`src/assert_macros.svh`:
```
// assertion macros shared by the rtl
// expects clk and rst_n in the enclosing module
`ifndef ASSERT_MACROS_SVH
`define ASSERT_MACROS_SVH
// same-cycle implication
`define FPA_ASSERT_IMP(lbl, ante, cons, msg) \
  lbl: assert property (@(posedge clk) disable iff (!rst_n) (ante) |-> (cons)) \
    else $error(msg);
// next-cycle implication
`define FPA_ASSERT_NXT(lbl, ante, cons, msg) \
  lbl: assert property (@(posedge clk) disable iff (!rst_n) (ante) |=> (cons)) \
    else $error(msg);
`endif

```
`src/fpa_pkg.sv`:
```
// types, codes and defaults for the flash page allocator
// no dependencies
`timescale 1ns / 1ps
package fpa_pkg;

  localparam int NUM_AREAS_DEF  = 16;
  localparam int AREA_PAGES_DEF = 64;
  localparam int NUM_TYPES_DEF  = 4;

  typedef enum logic [1:0] {
    REG_AREAS_IN_USE  = 2'd0,
    REG_PAGES_IN_USE  = 2'd1,
    REG_AREA_TYPE_MAP = 2'd2
  } cfg_reg_t;

  typedef enum logic [1:0] {
    AS_EMPTY  = 2'd0,
    AS_ACTIVE = 2'd1,
    AS_CLOSED = 2'd2
  } area_st_t;

  typedef enum logic [1:0] {
    PG_FREE  = 2'd0,
    PG_USED  = 2'd1,
    PG_DIRTY = 2'd2
  } page_st_t;

  typedef enum logic {
    CMD_ALLOC = 1'b0,
    CMD_DIRTY = 1'b1
  } cmd_t;

  typedef enum logic [1:0] {
    RS_OK      = 2'd0,
    RS_NOSPACE = 2'd1,
    RS_NOROOM  = 2'd2
  } res_st_t;

  typedef enum logic [2:0] {
    ST_IDLE,
    ST_CHK,
    ST_ASCAN,
    ST_OPEN,
    ST_PSCAN,
    ST_DONE
  } fsm_t;

  typedef struct packed {
    logic       cmd;
    logic [1:0] area_type;
    logic [3:0] area_index;
    logic [5:0] page_index;
  } in_t;

  typedef struct packed {
    logic [1:0] status;
    logic [3:0] out_area;
    logic [5:0] out_page;
    logic       area_closed;
  } out_t;

endpackage

```
`src/flash_page_allocator.sv`:
```
// A mark-dirty request goes straight to the result. An allocate from a live cached area
// checks its status and scans its pages in use; a cache miss adds an area scan over
// areas_in_use, opening an empty area adds a clear sweep of all AREA_PAGES pages, and
// filling an area adds one more area scan, plus a sweep when that opens an empty area.
// Throughput: one transaction at a time, bound by the one-entry-per-cycle status and page
// memory reads. Reset clears control and the per-area valid bits and sets the config
// registers to their defaults; page memory is not cleared, each area is swept when opened.
`timescale 1ns / 1ps
`include "assert_macros.svh"
module flash_page_allocator
  import fpa_pkg::*;
#(
  parameter int NUM_AREAS  = NUM_AREAS_DEF,
  parameter int AREA_PAGES = AREA_PAGES_DEF,
  parameter int NUM_TYPES  = NUM_TYPES_DEF
) (
  input  logic        clk,
  input  logic        rst_n,
  input  logic        in_valid,
  output logic        in_ready,
  input  in_t         in_data,
  output logic        out_valid,
  input  logic        out_ready,
  output out_t        out_data,
  input  logic        cfg_we,
  input  logic [1:0]  cfg_index,
  input  logic [31:0] cfg_wdata
);

  localparam int AW  = $clog2(NUM_AREAS);
  localparam int ACW = $clog2(NUM_AREAS + 1);
  localparam int PGW = $clog2(AREA_PAGES);
  localparam int PCW = $clog2(AREA_PAGES + 1);
  localparam int MAW = $clog2(NUM_AREAS * AREA_PAGES);
  localparam int TW  = $clog2(NUM_TYPES);

  // config
  logic [4:0]  areas_r;
  logic [6:0]  pages_r;
  logic [31:0] map_r;

  always_ff @(posedge clk) begin
    if (!rst_n) begin
      areas_r <= 5'd16;
      pages_r <= 7'd64;
      map_r   <= '0;
    end else if (cfg_we) begin
      case (cfg_index)
        REG_AREAS_IN_USE:  areas_r <= cfg_wdata[4:0];
        REG_PAGES_IN_USE:  pages_r <= cfg_wdata[6:0];
        REG_AREA_TYPE_MAP: map_r   <= cfg_wdata;
        default: ;
      endcase
    end
  end

  logic [ACW-1:0] n_areas;
  logic [PCW-1:0] n_pages;
  assign n_areas = (32'(areas_r) > NUM_AREAS) ? ACW'(NUM_AREAS) : ACW'(areas_r);
  assign n_pages = (pages_r == 7'd0) ? PCW'(1) :
                   (32'(pages_r) > AREA_PAGES) ? PCW'(AREA_PAGES) : PCW'(pages_r);

  // state
  fsm_t           state_r, state_nxt;
  logic [1:0]     typ_r, typ_nxt;
  logic [AW-1:0]  cur_a_r, cur_a_nxt;
  logic [ACW-1:0] sc_r, sc_nxt;
  logic [PCW-1:0] pc_r, pc_nxt;
  logic           pv_r, pv_nxt;
  logic [AW-1:0]  aidx_r, aidx_nxt;
  logic [PGW-1:0] pgi_r, pgi_nxt;
  logic           emp_fnd_r, emp_fnd_nxt;
  logic [AW-1:0]  emp_a_r, emp_a_nxt;
  logic           ff_fnd_r, ff_fnd_nxt;
  logic [PGW-1:0] ff_p_r, ff_p_nxt;
  logic           free2_r, free2_nxt;
  logic           after_r, after_nxt;
  out_t           res_r, res_nxt;
  out_t           out_r, out_nxt;
  logic           out_valid_r, out_valid_nxt;
  logic [AW-1:0]  act_area_r [NUM_TYPES];
  logic [AW-1:0]  act_area_nxt [NUM_TYPES];
  logic           act_vld_r [NUM_TYPES];
  logic           act_vld_nxt [NUM_TYPES];
  logic           sv_r [NUM_AREAS];
  logic           stv_r;

  // memory ports
  logic           st_we;
  logic [AW-1:0]  st_waddr, st_raddr;
  logic [1:0]     st_wdata, st_q;
  logic           pg_we;
  logic [MAW-1:0] pg_waddr, pg_raddr;
  logic [1:0]     pg_wdata, pg_q;
  logic [1:0]     stat;
  logic [1:0]     map_typ;
  logic           out_load;

  fpa_ram #(.W(2), .D(NUM_AREAS)) u_status_ram (
    .clk(clk), .we(st_we), .waddr(st_waddr), .wdata(st_wdata),
    .raddr(st_raddr), .rdata(st_q)
  );

  fpa_ram #(.W(2), .D(NUM_AREAS * AREA_PAGES)) u_page_ram (
    .clk(clk), .we(pg_we), .waddr(pg_waddr), .wdata(pg_wdata),
    .raddr(pg_raddr), .rdata(pg_q)
  );

  assign stat    = stv_r ? st_q : AS_EMPTY;
  assign map_typ = map_r[{4'(aidx_r), 1'b0} +: 2];

  function automatic logic [MAW-1:0] page_addr(input logic [AW-1:0] a,
                                               input logic [PGW-1:0] p);
    return MAW'(a) * MAW'(AREA_PAGES) + MAW'(p);
  endfunction

  always_ff @(posedge clk) begin
    if (!rst_n) begin
      state_r     <= ST_IDLE;
      out_valid_r <= 1'b0;
      stv_r       <= 1'b0;
      for (int i = 0; i < NUM_TYPES; i++) act_vld_r[i] <= 1'b0;
      for (int i = 0; i < NUM_AREAS; i++) sv_r[i] <= 1'b0;
    end else begin
      state_r     <= state_nxt;
      out_valid_r <= out_valid_nxt;
      stv_r       <= sv_r[st_raddr];
      for (int i = 0; i < NUM_TYPES; i++) act_vld_r[i] <= act_vld_nxt[i];
      if (st_we) sv_r[st_waddr] <= 1'b1;
    end
  end

  always_ff @(posedge clk) begin
    typ_r     <= typ_nxt;
    cur_a_r   <= cur_a_nxt;
    sc_r      <= sc_nxt;
    pc_r      <= pc_nxt;
    pv_r      <= pv_nxt;
    aidx_r    <= aidx_nxt;
    pgi_r     <= pgi_nxt;
    emp_fnd_r <= emp_fnd_nxt;
    emp_a_r   <= emp_a_nxt;
    ff_fnd_r  <= ff_fnd_nxt;
    ff_p_r    <= ff_p_nxt;
    free2_r   <= free2_nxt;
    after_r   <= after_nxt;
    res_r     <= res_nxt;
    out_r     <= out_nxt;
    for (int i = 0; i < NUM_TYPES; i++) act_area_r[i] <= act_area_nxt[i];
  end

  assign in_ready  = (state_r == ST_IDLE);
  assign out_valid = out_valid_r;
  assign out_data  = out_r;

  always_comb begin
    state_nxt     = state_r;
    typ_nxt       = typ_r;
    cur_a_nxt     = cur_a_r;
    sc_nxt        = sc_r;
    pc_nxt        = pc_r;
    pv_nxt        = pv_r;
    aidx_nxt      = aidx_r;
    pgi_nxt       = pgi_r;
    emp_fnd_nxt   = emp_fnd_r;
    emp_a_nxt     = emp_a_r;
    ff_fnd_nxt    = ff_fnd_r;
    ff_p_nxt      = ff_p_r;
    free2_nxt     = free2_r;
    after_nxt     = after_r;
    res_nxt       = res_r;
    out_nxt       = out_r;
    out_valid_nxt = out_valid_r;
    out_load      = 1'b0;
    for (int i = 0; i < NUM_TYPES; i++) begin
      act_area_nxt[i] = act_area_r[i];
      act_vld_nxt[i]  = act_vld_r[i];
    end
    st_we    = 1'b0;
    st_waddr = cur_a_r;
    st_wdata = AS_CLOSED;
    st_raddr = cur_a_r;
    pg_we    = 1'b0;
    pg_waddr = page_addr(cur_a_r, ff_p_r);
    pg_wdata = PG_USED;
    pg_raddr = page_addr(cur_a_r, pc_r[PGW-1:0]);

    if (out_valid_r && out_ready) out_valid_nxt = 1'b0;

    case (state_r)
      ST_IDLE: begin
        if (in_valid) begin
          typ_nxt = in_data.area_type;
          res_nxt = '0;
          if (in_data.cmd == CMD_DIRTY) begin
            if (32'(in_data.area_index) < NUM_AREAS &&
                32'(in_data.page_index) < AREA_PAGES) begin
              pg_we    = 1'b1;
              pg_waddr = page_addr(AW'(in_data.area_index), PGW'(in_data.page_index));
              pg_wdata = PG_DIRTY;
            end
            state_nxt = ST_DONE;
          end else if (32'(in_data.area_type) >= NUM_TYPES) begin
            res_nxt.status = RS_NOSPACE;
            state_nxt      = ST_DONE;
          end else if (act_vld_r[TW'(in_data.area_type)]) begin
            st_raddr  = act_area_r[TW'(in_data.area_type)];
            cur_a_nxt = act_area_r[TW'(in_data.area_type)];
            state_nxt = ST_CHK;
          end else begin
            sc_nxt      = '0;
            pv_nxt      = 1'b0;
            emp_fnd_nxt = 1'b0;
            after_nxt   = 1'b0;
            state_nxt   = ST_ASCAN;
          end
        end
      end

      ST_CHK: begin
        if (stat != AS_CLOSED) begin
          pc_nxt     = '0;
          pv_nxt     = 1'b0;
          ff_fnd_nxt = 1'b0;
          free2_nxt  = 1'b0;
          state_nxt  = ST_PSCAN;
        end else begin
          sc_nxt      = '0;
          pv_nxt      = 1'b0;
          emp_fnd_nxt = 1'b0;
          after_nxt   = 1'b0;
          state_nxt   = ST_ASCAN;
        end
      end

      ST_ASCAN: begin
        if (pv_r && map_typ == typ_r && stat == AS_ACTIVE) begin
          cur_a_nxt                   = aidx_r;
          act_area_nxt[TW'(typ_r)]    = aidx_r;
          act_vld_nxt[TW'(typ_r)]     = 1'b1;
          pc_nxt                      = '0;
          pv_nxt                      = 1'b0;
          ff_fnd_nxt                  = 1'b0;
          free2_nxt                   = 1'b0;
          state_nxt                   = after_r ? ST_DONE : ST_PSCAN;
        end else begin
          if (pv_r && map_typ == typ_r && stat == AS_EMPTY && !emp_fnd_r) begin
            emp_fnd_nxt = 1'b1;
            emp_a_nxt   = aidx_r;
          end
          if (sc_r < n_areas) begin
            st_raddr = sc_r[AW-1:0];
            aidx_nxt = sc_r[AW-1:0];
            pv_nxt   = 1'b1;
            sc_nxt   = sc_r + ACW'(1);
          end else begin
            pv_nxt = 1'b0;
            if (!pv_r) begin
              if (emp_fnd_r) begin
                cur_a_nxt = emp_a_r;
                st_we     = 1'b1;
                st_waddr  = emp_a_r;
                st_wdata  = AS_ACTIVE;
                pc_nxt    = '0;
                state_nxt = ST_OPEN;
              end else begin
                act_vld_nxt[TW'(typ_r)] = 1'b0;
                res_nxt.status          = after_r ? RS_NOROOM : RS_NOSPACE;
                state_nxt               = ST_DONE;
              end
            end
          end
        end
      end

      // clear sweep of a newly opened area
      ST_OPEN: begin
        pg_we    = 1'b1;
        pg_waddr = page_addr(cur_a_r, pc_r[PGW-1:0]);
        pg_wdata = PG_FREE;
        pc_nxt   = pc_r + PCW'(1);
        if (pc_r == PCW'(AREA_PAGES - 1)) begin
          act_area_nxt[TW'(typ_r)] = cur_a_r;
          act_vld_nxt[TW'(typ_r)]  = 1'b1;
          pc_nxt                   = '0;
          pv_nxt                   = 1'b0;
          ff_fnd_nxt               = 1'b0;
          free2_nxt                = 1'b0;
          state_nxt                = after_r ? ST_DONE : ST_PSCAN;
        end
      end

      ST_PSCAN: begin
        if (pv_r && pg_q == PG_FREE) begin
          if (!ff_fnd_r) begin
            ff_fnd_nxt = 1'b1;
            ff_p_nxt   = pgi_r;
          end else begin
            free2_nxt = 1'b1;
          end
        end
        if (pc_r < n_pages) begin
          pgi_nxt = pc_r[PGW-1:0];
          pv_nxt  = 1'b1;
          pc_nxt  = pc_r + PCW'(1);
        end else begin
          pv_nxt = 1'b0;
          if (!pv_r) begin
            if (!ff_fnd_r) begin
              st_we                   = 1'b1;
              act_vld_nxt[TW'(typ_r)] = 1'b0;
              res_nxt.status          = RS_NOSPACE;
              state_nxt               = ST_DONE;
            end else begin
              pg_we            = 1'b1;
              res_nxt.status   = RS_OK;
              res_nxt.out_area = 4'(cur_a_r);
              res_nxt.out_page = 6'(ff_p_r);
              if (!free2_r) begin
                st_we               = 1'b1;
                res_nxt.area_closed = 1'b1;
                after_nxt           = 1'b1;
                sc_nxt              = '0;
                emp_fnd_nxt         = 1'b0;
                state_nxt           = ST_ASCAN;
              end else begin
                state_nxt = ST_DONE;
              end
            end
          end
        end
      end

      ST_DONE: begin
        if (!out_valid_r || out_ready) begin
          out_load      = 1'b1;
          out_nxt       = res_r;
          out_valid_nxt = 1'b1;
          state_nxt     = ST_IDLE;
        end
      end

      default: state_nxt = ST_IDLE;
    endcase
  end

  for (genvar k = 0; k < NUM_TYPES; k++) begin : g_cache_chk
    `FPA_ASSERT_IMP(a_cache_open, act_vld_r[k], sv_r[act_area_r[k]], "cached area never opened")
  end

  `FPA_ASSERT_IMP(a_pscan_open, state_r == ST_PSCAN, sv_r[cur_a_r], "page scan of unopened area")
  `FPA_ASSERT_NXT(a_done_load, out_load, out_valid_r && state_r == ST_IDLE, "result not loaded")

endmodule

```
`src/fpa_ram.sv`:
```
// generic single-port-write, single-port-read ram with registered read
// no dependencies
`timescale 1ns / 1ps
module fpa_ram #(
  parameter int W = 2,
  parameter int D = 16
) (
  input  logic                 clk,
  input  logic                 we,
  input  logic [$clog2(D)-1:0] waddr,
  input  logic [W-1:0]         wdata,
  input  logic [$clog2(D)-1:0] raddr,
  output logic [W-1:0]         rdata
);

  logic [W-1:0] mem [D];

  always_ff @(posedge clk) begin
    if (we) begin
      mem[waddr] <= wdata;
    end
    rdata <= mem[raddr];
  end

endmodule
```
`config.mk`:
```
export PLATFORM = sky130hd
export DESIGN_NAME = flash_page_allocator
export DESIGN_NICKNAME = d
export VERILOG_FILES = /design/src/fpa_pkg.sv /design/src/flash_page_allocator.sv /design/src/fpa_ram.sv
export VERILOG_INCLUDE_DIRS = /design/src /design/src/src
export SDC_FILE = /design/constraint.sdc
export NUM_CORES = 2
export LEC_CHECK = 0
export BUFFER_PORTS_ARGS = -buffer_cell sky130_fd_sc_hd__buf_2
export CAP_MARGIN = 20
export CORE_MARGIN = 4
export CORE_UTILIZATION = 30
export DETAILED_ROUTE_END_ITERATION = 12
export SLEW_MARGIN = 15
export SYNTH_ARGS = -nofsm -noshare
export SYNTH_HDL_FRONTEND = slang
export SYNTH_SLANG_ARGS = --single-unit
```
`constraint.sdc`:
```
create_clock -name clk -period 54.7 [get_ports clk]
set_input_delay 0 -clock clk [delete_from_list [all_inputs] [get_ports clk]]
set_output_delay 0 -clock clk [all_outputs]
set_load 0.02 [all_outputs]
```
## Yosys cells after proc, flatten, opt, wreduce, memory -nomap -nowiden

Memory sizes are Yosys's and may differ from the RTL's. A register that Yosys moved wholly into a read port is not among the register bits.
Index checks and enable logic that the tools add are counted.

| word-level totals | value |
|---|---|
| input port bits | 52 |
| memories kept | 5 |
| register bits after elaboration | 117 |
| logic and storage cells | 285 |
| output and inout bits | 15 |
| bits in writable memories | 2116 |

| cells by class | value |
|---|---|
| $add $sub $neg | 5 |
| magnitude comparators | 6 |
| equal/unequal tests | 34 |
| reduce and logical (&&, ||, !) cells | 44 |
| bitwise logic cells | 10 |
| multiplexer cells | 154 |
| shift-type cells | 1 |

Memory list:

| name | depth | bits a word | read ports | clocked after Yosys merged registers in | write ports | RTL line | RTL |
|---|---|---|---|---|---|---|---|
| u_page_ram.mem | 1024 | 2 | 1 | 1 | 1 | fpa_ram.sv:16 | `logic [W-1:0] mem [D];` |
| u_status_ram.mem | 16 | 2 | 1 | 1 | 1 | fpa_ram.sv:16 |  |
| act_area_r | 4 | 4 | 5 | 0 | 4 | flash_page_allocator.sv:81 | `logic [AW-1:0] act_area_r [NUM_TYPES];` |
| sv_r | 16 | 1 | 1 | 1 | 16 | flash_page_allocator.sv:85 | `logic sv_r [NUM_AREAS];` |
| act_vld_r | 4 | 1 | 5 | 0 | 4 | flash_page_allocator.sv:83 | `logic act_vld_r [NUM_TYPES];` |

Operators with widths:

| operator | number |
|---|---|
| two-way mux 4 bit | 21 |
| two-way mux 7 bit | 9 |
| two-way mux 1 bit | 56 |
| two-way mux 5 bit | 11 |
| != test 2 bit (second input constant) | 21 |
| two-way mux 13 bit | 3 |
| two-way mux 3 bit | 13 |
| bitwise mux 16 bit | 2 |
| two-way mux 16 bit | 2 |
| one-hot mux 16 bit (2 select lines) | 1 |
| indexed part select 32 x 6 -> 2 bit | 1 |
| adder 10 x 6 -> 10 bit | 3 |
| two-way mux 2 bit | 14 |
| one-hot mux 7 bit (4 select lines) | 1 |
| one-hot mux 11 bit (2 select lines) | 1 |
| AND reduction 11 bit | 2 |
| two-way mux 10 bit | 2 |
| one-hot mux 10 bit (2 select lines) | 1 |
| one-hot mux 5 bit (4 select lines) | 1 |
| one-hot mux 3 bit (6 select lines) | 1 |
| AND reduction 6 bit | 3 |
| one-hot mux 4 bit (2 select lines) | 2 |
| AND reduction 5 bit | 3 |
| one-hot mux 1 bit (4 select lines) | 3 |
| 47 further kinds | 77 |

## Longest topological paths before layout

| logic depth | value |
|---|---|
| depth in word-level cells | 13 |
| gate-level depth with buffers | 15 |
| mapped depth without buffers | 13 |

## Modules after synthesis

Synthesis repeated with hierarchy kept, for this count alone.

| second synthesis, totals | value |
|---|---|
| cell total of the unflattened synthesis | 5593 |
| area total of the unflattened synthesis | 92622.6 µm² |

By module, submodules not included:

| module | instances | area each (µm²) | cells each | sequential area each (µm²) |
|---|---|---|---|---|
| fpa_ram (u_page_ram) | 1 | 83757.8 | 4793 | 61539.0 |
| flash_page_allocator | 1 | 7484.7 | 722 | 3963.8 |
| fpa_ram (u_status_ram) | 1 | 1380.1 | 78 | 1001.0 |

## Least setup slack after synthesis

No wires, ideal clock.

| timing | value |
|---|---|
| path kind | register to register |
| start point | reg state_r[2] |
| end point | mem u_page_ram.mem[0][0] (data pin) |
| data required time | 49692 ps |
| slack | 24758 ps |
| period minus slack after synthesis | 29942 ps |
| path buffers | 1 |
| stages on the path, launching flop included | 7 |
| setup time | 5008 ps |
| arrival time | 24934 ps |
| cell sequence | dfxtp_1 clkbuf_1 nor3_1 and2_1 nand2_1 clkinv_1 nor2_1 |

| between the ends | value |
|---|---|
| word-level cells in the longest chain between the ends | 2 |
| elaborated cells between the ends (all ways) | 3 |
| classes of those cells | eq/ne (1); mux (1); reduce/logical (1) |

Ends and longest elaborated chain:

| item | RTL line | RTL |
|---|---|---|
| start: declaration | flash_page_allocator.sv:64 | `fsm_t state_r, state_nxt;` |
| start signal: assignment | flash_page_allocator.sv:125 | `state_r <= state_nxt;` |
| zero test 3 bit | -- |  |
| named net in_ready | flash_page_allocator.sv:20 | `output logic in_ready,` |
| one-hot mux 2 bit (2 select lines) | flash_page_allocator.sv:190 | `case (state_r)` |
| named net pg_wdata[0] | flash_page_allocator.sv:94 | `logic [1:0] pg_wdata, pg_q;` |
| end: declaration | fpa_ram.sv:16 |  |

The timed path passes the listed nets, and every way through them passes these cells.

## Worst setup path after layout

| timing | value |
|---|---|
| start point | reg state_r[2] |
| end point | mem u_page_ram.mem[122][0] (enable) |

| between the ends | value |
|---|---|
| word-level cells in the longest chain between the ends | 4 |
| elaborated cells between the ends (all ways) | 7 |
| classes of those cells | eq/ne (2); mux (4); reduce/logical (1) |

Ends and longest elaborated chain:

| item | RTL line | RTL |
|---|---|---|
| == test 3 bit (tied with other cells) | flash_page_allocator.sv:190 |  |
| one-hot mux 1 bit (3 select lines) | flash_page_allocator.sv:190 |  |
| two-way mux 1 bit | fpa_ram.sv:19 | `if (we) begin` |
| two-way mux 1 bit (not written as such) | fpa_ram.sv:20 | `mem[waddr] <= wdata;` |

Parallel ways exist; a longest one is shown, timed or not.

==> flow_metrics.env <==
export IMPL_ys_flop_type="edfxtp_1"
export IMPL_async_reset_ff_share_pct=0
export IMPL_vdd_drop_max_mv=0.0423
export IMPL_tns_ns=0
export IMPL_slew_violations=0
export IMPL_cts_tree="yes"
export IMPL_wl_per_cell_um=23.2
export IMPL_fin_ws_ns=47.50
export IMPL_fillCellCount=28679
export IMPL_start_util_pct=30.2
export IMPL_grt_pass1_wl_um=328000
export IMPL_drtIter0Drc=5037
export IMPL_timing_final_crit_period_ns=7.20
export IMPL_synth_area_um2=92800
export IMPL_ios=67
export IMPL_post_cts_buffers=0
export IMPL_placed_cells=8870
export IMPL_post_route_period_util_pct=13.2
export IMPL_track_usage_pct=13.4
export IMPL_final_common_cell="edfxtp_1"
export IMPL_status="finished, final reports clean"
export IMPL_grt_max_degree=269
export IMPL_final_cells=9378
export IMPL_yosysWarningCount=0
export IMPL_clk_latency_ns=0.87
export IMPL_syn_inst=5100
export IMPL_worstSetupPathType="reg2reg"
export IMPL_path_clk_slew_ns=0.06
export IMPL_synth_seq_area_share_pct=71.7
export IMPL_clock_skew_ns=0.0670
export IMPL_rsz0062_at_grt="false"
export IMPL_io_buffers=66
export IMPL_rr_startpoint="state_r[2]"
export IMPL_required_ns=55.23
export IMPL_end_kind="flop"
export IMPL_hold_violations=0
export IMPL_fp_dieW_um=564
export IMPL_die_y_um=564
export IMPL_tightestPinTransition_ns=1.36
export IMPL_root_buffer="clkbuf_16"
export IMPL_leakagePower_uw=0.0308
export IMPL_fin_util_pct=34.4
export IMPL_numCtsBuffers=223
export IMPL_hold_start="in_data[10]"
export IMPL_cp_arrival_ns=7.73
export IMPL_dpl_worst_slack_ns=47.53
export IMPL_syn_to_final_growth_pct=13.8
export IMPL_rows=203
export IMPL_slew_headroom_pct=9.16
export IMPL_ant_nets=0
export IMPL_maxCapViolCount=0
export IMPL_final_nets=5146
export IMPL_core_area_um2=307000
export IMPL_dpl_hpwl_um=114000
export IMPL_drc=0
export IMPL_synth_edf_count=2168
export IMPL_detailedRoute_firstPassIterationCount=6
export IMPL_fmax_ghz=0.139
export IMPL_avgSynthCellArea_um2=18.2
export IMPL_finalHoldWorstSlack_ns=0.115
export IMPL_power_density_nw_per_um2=48.8
export IMPL_gp_congestion=0.806
export IMPL_cts_max_path_buffers=3
export IMPL_min_delay_path_class="in2reg"
export IMPL_grt_antenna_before_repair=6
export IMPL_syn_nets=5164
export IMPL_die_area_um2=318000
export IMPL_grt_overflow=0
export IMPL_num_vias=48870
export IMPL_ys_types=60
export IMPL_setup_viol=0
export IMPL_vias_per_cell=5.21
export IMPL_critPathMaxFanout=123
export IMPL_ys_seq_elements=2238
export IMPL_post_cts_resized=0
export IMPL_synth_top_area_share_pct=70.2
export IMPL_h_tree_depth=4
export IMPL_netlist_top_cell_by_area="edfxtp_1"
export IMPL_startpoint="state_r[2]"
export IMPL_clock_sinks=2238
export IMPL_grt_pass1_vias=51354
export IMPL_drive_gt1_share_pct=23.4
export IMPL_start_kind="flop"
export IMPL_final_cell_mix="edfxtp_1 (2168), nor3_1 (908), mux4_2 (690)"
export IMPL_synth_area_top_cells="edfxtp_1 (70%), mux4_2 (17%), nor3_1 (4.9%), dfxtp_1 (1.5%), clkbuf_1 (1.4%)"
export IMPL_routed_wl_um=218000
==> cells by family (layout without fill, tap and decap cells) <==
logic type               Yosys count  in the layout  synth area share [%]
buffers and inverters            502            679                  2.16
adder cells (fa/ha/maj)           12             12                 0.162
XOR/XNOR                           8              8                0.0755
AO/OA/AOI/OAI                    160            160                  1.11
flip-flops                      2238           2238                  71.7
other                              0              1                     0
multiplexers                     760            760                  17.5
AND/OR/NAND/NOR                 1420           1420                  7.27
==> state kept, by name, summed over array words and instances (netlist names), 6 cells and up <==
| register | count |
|---|---|
| u_status_ram.mem | 32 |
| pages_r | 7 |
| act_area_r | 16 |
| pgi_r | 6 |
| map_r | 32 |
| sv_r | 16 |
| res_r | 13 |
| pc_r | 7 |
| out_data | 13 |
| u_page_ram.mem | 2048 |
| ff_p_r | 6 |
==> power by group <==
part / internal (uW) / total, uW / switching [uW]
combinational: 635 / 1570 / 935
sequential: 2030 / 2060 / 29.0
clock: 865 / 1520 / 659
total: 3530 / 5150 / 1620
==> synthesized netlist by cell type (6+ instances only) <==
library cell	n
nand2_1	151
o21a_1	23
mux4_2	690
and2_1	7
edfxtp_1	2168
nor2b_1	6
nand3_1	50
nor2_1	237
nand4_1	6
mux2i_1	56
a211oi_1	7
a22oi_1	13
clkbuf_1	357
buf_4	7
ha_1	12
buf_2	59
inv_1	17
buf_1	56
a21oi_1	66
nand2b_1	8
dfxtp_1	70
mux2_2	12
nor3b_1	8
and3_1	17
o21ai_0	12
nor3_1	911
==> area by class of cell <==
class	instances	area, um^2	area share (%)
inverter	21	86.3	0.0818
sequential	2238	66500	63.0
clock buffer	273	5900	5.59
antenna	1	2.50	0.00237
clock inverter	147	1460	1.39
tap	4100	5130	4.86
timing repair buffer	238	2090	1.98
multi-input combinational	2360	24400	23.1
==> layer usage <==
metal	vias to the layer above	routed length [um]	global-route usage, %
li1	20866	-	-
met1	25883	91500	18.1
met2	1759	106000	22.0
met3	356	14900	2.44
met4	6	5360	3.70
met5	-	30	0
==> critical path, cell delays in order (launching register included) <==
cell,delay [ns]
dfxtp_1,0.78
nor3_1,0.26
and2_1,0.28
nand2_1,0.31
inv_8,0.27
nor2_4,0.81
buf_4,0.78
nand2_1,0.19
nand2_1,0.13
nor2_1,0.12
nand2_4,0.79
buf_4,0.84
buf_4,0.84
nor3_1,0.22
==> worst paths after layout <==
check,to,slack (ns),cells after the start
min,typ_r[0],0.11,2
max reg2reg,u_page_ram.mem[122][0],47.50,13
max,u_page_ram.mem[122][0],47.50,13
min reg2reg,out_data[2],0.42,0
==> stage by stage <==
stage / power, uW / cell area (um^2)
3_5_place_dp: 3670 / 97200
2_1_floorplan: 3320 / 92800
4_1_cts: 5200 / 105000
3_3_place_gp: 3660 / 97200
6_report: 5150 / 106000
5_1_grt: 5360 / 106000
==> repair_timing <==
| action | CTS | global route |
|---|---|---|
| endpoints found under the setup margin | 0 | 0 |
| hold buffers | 76 | 0 |
| hold endpoints to repair | 109 | 0 |
(Power assumes the default switching activity.)
